[src/hw/rtl/hpbh_pkg.sv]
package hpbh_pkg;

   localparam int TABLE_AW    = 15;
   localparam int TABLE_DEPTH = 1 << TABLE_AW;
   localparam int PEND_AW     = 12;
   localparam int PEND_DEPTH  = 1 << PEND_AW;
   localparam int LEN_W       = PEND_AW + 1;
   localparam int BLOCK_W     = 27;
   localparam int ENTRY_W     = BLOCK_W + 2;

   localparam logic [31:0] HASH_MUL   = 32'd2654435761;
   localparam logic [15:0] SLOW_RESET = 16'd25;

   localparam logic [1:0] CMD_SAMPLE = 2'd0;
   localparam logic [1:0] CMD_FIELD  = 2'd1;
   localparam logic [1:0] CMD_REPORT = 2'd2;
   localparam logic [1:0] CMD_SPARE  = 2'd3;

   localparam logic [2:0] FIN_NONE   = 3'd0;
   localparam logic [2:0] FIN_PLAIN  = 3'd1;
   localparam logic [2:0] FIN_HIT    = 3'd2;
   localparam logic [2:0] FIN_FULL   = 3'd3;
   localparam logic [2:0] FIN_FIELD  = 3'd4;
   localparam logic [2:0] FIN_REPORT = 3'd5;

   typedef struct packed {
      logic [1:0]  cmd;
      logic        core;
      logic [31:0] pc;
      logic [63:0] cycle_count;
      logic [15:0] elapsed_ms;
      logic        consecutive;
   } req_type;

   typedef struct packed {
      logic [14:0] entry_index;
      logic        queued;
      logic        table_full;
      logic [12:0] pending_count;
      logic        committed;
      logic        report_valid;
      logic        report_core;
      logic [31:0] report_block_pc;
      logic [31:0] report_hits;
   } rsp_type;

   typedef struct packed {
      logic       load;
      logic       clr_step;
      logic       ent_rd;
      logic       ent_rd_best;
      logic       probe_next;
      logic       ins_write;
      logic       append;
      logic       pend_rd;
      logic       walk_hrd;
      logic       walk_hwr;
      logic       len_clear;
      logic       scan_step;
      logic [2:0] fin;
   } dp_cmd_type;

   typedef struct packed {
      logic [1:0] cmd;
      logic       sample_go;
      logic       commit_go;
      logic       ent_empty;
      logic       ent_match;
      logic       probe_last;
      logic       walk_last;
      logic       len_zero;
      logic       scan_done;
      logic       clr_last;
      logic       out_busy;
   } dp_sts_type;

endpackage

[src/hw/rtl/hpbh_ctrl.sv]
module hpbh_ctrl (
   input  logic                 clock,
   input  logic                 reset,
   input  logic                 req_valid,
   output logic                 req_ready,
   output hpbh_pkg::dp_cmd_type cmd,
   input  hpbh_pkg::dp_sts_type sts
);
   localparam logic [3:0] ST_CLEAR   = 4'd0;
   localparam logic [3:0] ST_IDLE    = 4'd1;
   localparam logic [3:0] ST_DISP    = 4'd2;
   localparam logic [3:0] ST_PRB_RD  = 4'd3;
   localparam logic [3:0] ST_PRB_CHK = 4'd4;
   localparam logic [3:0] ST_WLK_PRD = 4'd5;
   localparam logic [3:0] ST_WLK_HRD = 4'd6;
   localparam logic [3:0] ST_WLK_HWR = 4'd7;
   localparam logic [3:0] ST_FLD_FIN = 4'd8;
   localparam logic [3:0] ST_SCAN    = 4'd9;
   localparam logic [3:0] ST_REP_RD  = 4'd10;
   localparam logic [3:0] ST_REP_FIN = 4'd11;
   localparam logic [3:0] ST_PLAIN   = 4'd12;

   logic [3:0] state_ff, state_in;

   assign req_ready = state_ff == ST_IDLE;

   always_comb begin
      state_in = state_ff;
      cmd      = '0;
      cmd.fin  = hpbh_pkg::FIN_NONE;
      case (state_ff)
         ST_CLEAR: begin
            cmd.clr_step = 1'b1;
            if (sts.clr_last) begin
               state_in = ST_IDLE;
            end
         end
         ST_IDLE: begin
            if (req_valid) begin
               cmd.load = 1'b1;
               state_in = ST_DISP;
            end
         end
         ST_DISP: begin
            case (sts.cmd)
               hpbh_pkg::CMD_SAMPLE: state_in = sts.sample_go ? ST_PRB_RD : ST_PLAIN;
               hpbh_pkg::CMD_FIELD:
                  state_in = (sts.commit_go && !sts.len_zero) ? ST_WLK_PRD : ST_FLD_FIN;
               hpbh_pkg::CMD_REPORT: state_in = ST_SCAN;
               default: state_in = ST_PLAIN;
            endcase
         end
         ST_PRB_RD: begin
            cmd.ent_rd = 1'b1;
            state_in   = ST_PRB_CHK;
         end
         ST_PRB_CHK: begin
            if (sts.ent_empty || sts.ent_match) begin
               if (!sts.out_busy) begin
                  cmd.ins_write = sts.ent_empty;
                  cmd.append    = 1'b1;
                  cmd.fin       = hpbh_pkg::FIN_HIT;
                  state_in      = ST_IDLE;
               end
            end else if (sts.probe_last) begin
               if (!sts.out_busy) begin
                  cmd.fin  = hpbh_pkg::FIN_FULL;
                  state_in = ST_IDLE;
               end
            end else begin
               cmd.probe_next = 1'b1;
               state_in       = ST_PRB_RD;
            end
         end
         ST_WLK_PRD: begin
            cmd.pend_rd = 1'b1;
            state_in    = ST_WLK_HRD;
         end
         ST_WLK_HRD: begin
            cmd.walk_hrd = 1'b1;
            state_in     = ST_WLK_HWR;
         end
         ST_WLK_HWR: begin
            cmd.walk_hwr = 1'b1;
            state_in     = sts.walk_last ? ST_FLD_FIN : ST_WLK_PRD;
         end
         ST_FLD_FIN: begin
            if (!sts.out_busy) begin
               cmd.len_clear = 1'b1;
               cmd.fin       = hpbh_pkg::FIN_FIELD;
               state_in      = ST_IDLE;
            end
         end
         ST_SCAN: begin
            cmd.scan_step = 1'b1;
            if (sts.scan_done) begin
               state_in = ST_REP_RD;
            end
         end
         ST_REP_RD: begin
            cmd.ent_rd      = 1'b1;
            cmd.ent_rd_best = 1'b1;
            state_in        = ST_REP_FIN;
         end
         ST_REP_FIN: begin
            if (!sts.out_busy) begin
               cmd.fin  = hpbh_pkg::FIN_REPORT;
               state_in = ST_IDLE;
            end
         end
         ST_PLAIN: begin
            if (!sts.out_busy) begin
               cmd.fin  = hpbh_pkg::FIN_PLAIN;
               state_in = ST_IDLE;
            end
         end
         default: state_in = ST_IDLE;
      endcase
   end

   always_ff @(posedge clock) begin
      if (reset) begin
         state_ff <= ST_CLEAR;
      end else begin
         state_ff <= state_in;
      end
   end

endmodule
[config.mk]
export PLATFORM = sky130hd
export DESIGN_NAME = hpbh_ctrl
export DESIGN_NICKNAME = d
export VERILOG_FILES = /design/src/hw/rtl/hpbh_pkg.sv /design/src/hw/rtl/hpbh_ctrl.sv
export SDC_FILE = /design/constraint.sdc
export NUM_CORES = 1
export LEC_CHECK = 0
export ABC_AREA = 1
export BUFFER_PORTS_ARGS = -buffer_cell sky130_fd_sc_hd__buf_2
export CELL_PAD_IN_SITES_DETAIL_PLACEMENT = 0
export CELL_PAD_IN_SITES_GLOBAL_PLACEMENT = 2
export CORE_MARGIN = 5
export CORE_UTILIZATION = 20
export DETAILED_ROUTE_END_ITERATION = 10
export GPL_ROUTABILITY_DRIVEN = 1
export GPL_TIMING_DRIVEN = 0
export HOLD_SLACK_MARGIN = 0.06
export MAX_ROUTING_LAYER = met4
export PLACE_DENSITY_LB_ADDON = 0.1
export SYNTH_ARGS = -nofsm -noshare
export SYNTH_HDL_FRONTEND = slang
export SYNTH_SLANG_ARGS = --single-unit
[constraint.sdc]
create_clock -name clock -period 3.5 [get_ports clock]
set_input_delay 0.35 -clock clock [delete_from_list [all_inputs] [get_ports clock]]
set_output_delay 0.35 -clock clock [all_outputs]
set_load 0.01 [all_outputs]
After elaboration in Yosys (flattened, before gate mapping)
Cells that the tools add are included.
{ "totals": {"register_bits": 4, "latchBits": 0, "mem_bits_rw": 0, "romBits": 0, "inputBits": 15, "out_inout_bits": 16, "word_cells": 61, "n_memories": 0} }
{ "op_classes": {"addsub": 0, "multipliers": 0, "n_div": 0, "n_lt_le_gt_ge": 0, "eq_ne": 17, "n_shift": 0, "n_mux": 35, "bitwise_logic": 0, "n_reduce_logical": 8} }
{ "ops": {"columns": ["op", "count"], "rows": [
  ["case mux 4 bit (11 select lines)", 1],
  ["two-way mux 4 bit", 9],
  ["equality test 4 bit (second input constant)", 5],
  ["equality test 4 x 3 -> 1 bit (second input constant)", 4],
  ["two-way mux 1 bit", 14],
  ["two-way mux 2 bit", 6],
  ["case mux 3 bit (4 select lines)", 1],
  ["case mux 4 bit (3 select lines)", 1],
  ["two-way mux 3 bit", 3],
  ["equality test 4 x 2 -> 1 bit (second input constant)", 2],
  ["inequality test 2 bit (second input constant)", 3],
  ["equality test 4 x 1 -> 1 bit (second input constant)", 1],
  ["logical NOT 4 bit", 1],
  ["AND reduction 3 bit", 1],
  ["OR reduction 3 bit", 1],
  ["equality test 2 x 1 -> 1 bit (second input constant)", 1],
  ["equality test 2 bit (second input constant)", 1],
  ["logical NOT 2 bit", 1],
  ["OR reduction 2 bit", 1],
  ["logical AND 1 bit", 1],
  ["logical NOT 1 bit", 1],
  ["logical OR 1 bit", 1]
]} }

Logic depth before layout (Yosys ltp)
{ "logic_depth": {"ltp_word": 5, "mapped_depth": 10, "depth_no_buf": 10} }

Least setup slack after synthesis
No wires, ideal clock.
{ "synth_timing": {"path_kind": "register -> output", "startpoint": "register state_ff[3]", "endpoint": "output cmd[0] (netlist bit)", "arrival_time_ns": 1.036, "required_time_ns": 3.150, "slack_ns": 2.114, "path_stages_with_launch": 9, "n_path_buf": 0, "cell_sequence": "dfxtp_1 > inv_2 > nor2_2 > nand2_2 > nand2_2 > nor2_2 > nand2_1 > nand2_1 > nor2_1"} }
{ "synth_rtl": {"columns": ["element", "line", "rtl"], "rows": [
  ["from (decl)", "hpbh_ctrl.sv:23", "logic [3:0] state_ff, state_in;"],
  ["from (signal assigned)", "hpbh_ctrl.sv:125", "state_ff <= state_in;"],
  ["to (decl)", "hpbh_ctrl.sv:6", "output hpbh_pkg::dp_cmd_type cmd,"]
]} }

==> metrics.cfg <==
[run_status]
status = completed

[pwr]
p_seq_share_pct = 22.9
pwr-share-clk_pct = 19.0
p_comb_share_pct = 58.1
p_int_w = 0.0001555
powerDensity_nw_per_um2 = 380.0
leakagePower_nw = 0.5226
ir_worst_vdd_mv = 0.1564
swShare_pct = 48.73
switchingPower_w = 0.0001478

[clock_tree]
postCtsHoldBufs = 0
cts_resized = 0
cts_tree = yes
post-cts-setup-buffers = 0
cts.htree.levels = 1
cts_made_buffers = 3
clk_latency_ps = 230
root_buffer = clkbuf_4
clkTransAtPathRegs_ps = 40
clock_path_buffers = 2
cts.sinks = 4

[synth]
synth_ff_type = dfxtp_1
synthTopCellsByCount = 37 x nand2_1, 22 x inv_1, 22 x nor2_1
synth_cells = 123
netlist_top_cells_area = nand2_1 23%, inv_1 14%, nor2_1 14%
netlist.area_leader.share_pct = 23.47
synth_cell_types = 18
synthesis.nets = 138
syn_area_um2 = 591.8
yosysMostFrequentCell = nand2_1
async_flop_share_pct = 0
synth_top_cell_by_area = nand2_1
syn_avg_cell_area_um2 = 4.812
seq_area_frac_synth_pct = 13.53
synth_edf_count = 0
ys_seq_elements = 4
yosys_warnings = 0

[sta]
fin_crit_sh_pct = 52.67
rsz0062_at_grt = no
final_max_slew_viol_count = 0
tightestPinTransition_ps = 362.6
fin_tns_setup_ps = 0
layout_min_cycle_time_ps = 1843
setup_viol = 0
finalHoldViolCount = 0
finClkSkew_ps = 0.7811
timing.slew.headroom_pct = 75.82
max_freq_mhz = 542.5

[flow_run]
drv_cap = 0

[critical_path]
crit_fanout = 5
critPathKind = reg -> out
required_ps = 3150
rrSetupSlack_ps = 2200
critPathArrivalTime_ps = 1490
critPathLaunch = state_ff[0]$_SDFFE_PP0P_
rr_startpoint = state_ff[2]$_SDFFE_PP0P_
cp-end-kind = output pin
cp-start-kind = flop

[global_route]
grt_pass1_vias = 753
grt_pass1_wl_mm = 3.408
grt_overflow = 0
grt_max_degree = 9
grt_util_all_layers_pct = 10.56
antenna_found_initial = 0

[route]
drt_iter0_markers = 58
drt-total-wl_mm = 1.939
vias = 789
via_per_inst = 4.242
drc = 0
dr.pass1.iters = 4
wire_per_inst_um = 10.42
antenna_left = 0

[floorplanning]
die_h_um = 64.40
fp.coreArea_um2 = 2805
die_w_um = 64.40
ioPinCount = 31
die_area_um2 = 4147
rows = 19
start_util_pct = 21.10

[finish]
antenna_cells = 0
final_core_util_pct = 28.46
nets = 172
top_register = state_ff
largest_register_ffs = 4
instances_no_fill = 186
top_regs = state_ff: 4 flops
drive_gt1_share_pct = 30.32
syn_to_final_growth_pct = 34.88

[hold_path]
min_from = reset
hp-class = in -> reg

[place]
io_buffers = 29
dp_cells = 183
place.gp.congestion = 0.7526
dpl.hpwl_mm = 1.718

==> power by group through the flow <==
stage	registers, W	logic (W)	clock network (W)
final	0.0000696	0.000176	0.0000576
after global routing	0.0000714	0.000206	0.0000657
after CTS	0.0000691	0.000180	0.0000610
after detailed placement	0.0000699	0.000180	0
after global placement	0.0000709	0.000180	0
after floorplan	0.0000668	0.000124	0
==> cells in the final DEF, fill, tap and decap left out, drive strengths merged <==
cell type,synthesis,routed
dfxtp,4,4
inv,26,26
a21oi,4,4
nand4,1,1
nor3,2,2
nor2,28,28
and3,1,1
nand2,41,41
clkinv,1,1
o21ai,1,1
nand3,10,10
buf,0,29
a31oi,2,2
o211ai,1,1
clkbuf,1,4
==> worst max-delay path, stage by stage, from the launching register on <==
cell     delay [ps]
dfxtp_1         350
nor2_2          240
inv_1           100
nor2_2          150
nor2_2           70
nand2_1          50
nand2_1          70
nor2_1           90
buf_2           130
==> per-stage QoR <==
step | hold WS [ps] | instance area (um^2) | setup WS (ps) | total power (W)
global route | 332.4 | 798.3 | 1434 | 0.0003434
global placement | 569.3 | 775.7 | 1874 | 0.0002508
floorplan | 419.1 | 591.8 | 2114 | 0.0001911
finish | 325.4 | 798.3 | 1657 | 0.0003034
CTS | 320.7 | 798.3 | 1617 | 0.0003105
detailed placement | 573.1 | 775.7 | 1879 | 0.0002495
==> cells by family after synthesis <==
family | share of synthesized area (%)
buffers and inverters | 17.76
flip-flops | 13.53
AND/OR/NAND/NOR | 61.10
AO/OA/AOI/OAI | 7.610
==> per-layer routing <==
layer	part of all wire, %	up-vias	global-route usage (%)
li1	-	435	-
met1	46	334	13.28
met2	47	20	16.62
met3	6.6	0	4.203
met4	0	0	0.7916
met5	0	-	-
==> cell type report <==
cell class | instances | area, um^2
well taps | 31 | 38.79
repair buffers | 29 | 145.1
multi-input cells | 91 | 406.6
flip-flops and latches | 4 | 80.08
plain buffers | 1 | 3.754
inverters | 27 | 101.3
fillers | 355 | 2007
clock buffers | 3 | 22.52
==> worst paths after layout <==
check,endpoint,cells past startpoint
max,cmd[0],8
max reg2reg,state_ff[0]$_SDFFE_PP0P_,9
min,state_ff[3]$_SDFFE_PP0P_,2
min reg2reg,state_ff[2]$_SDFFE_PP0P_,2
(Power assumes the default switching activity.)
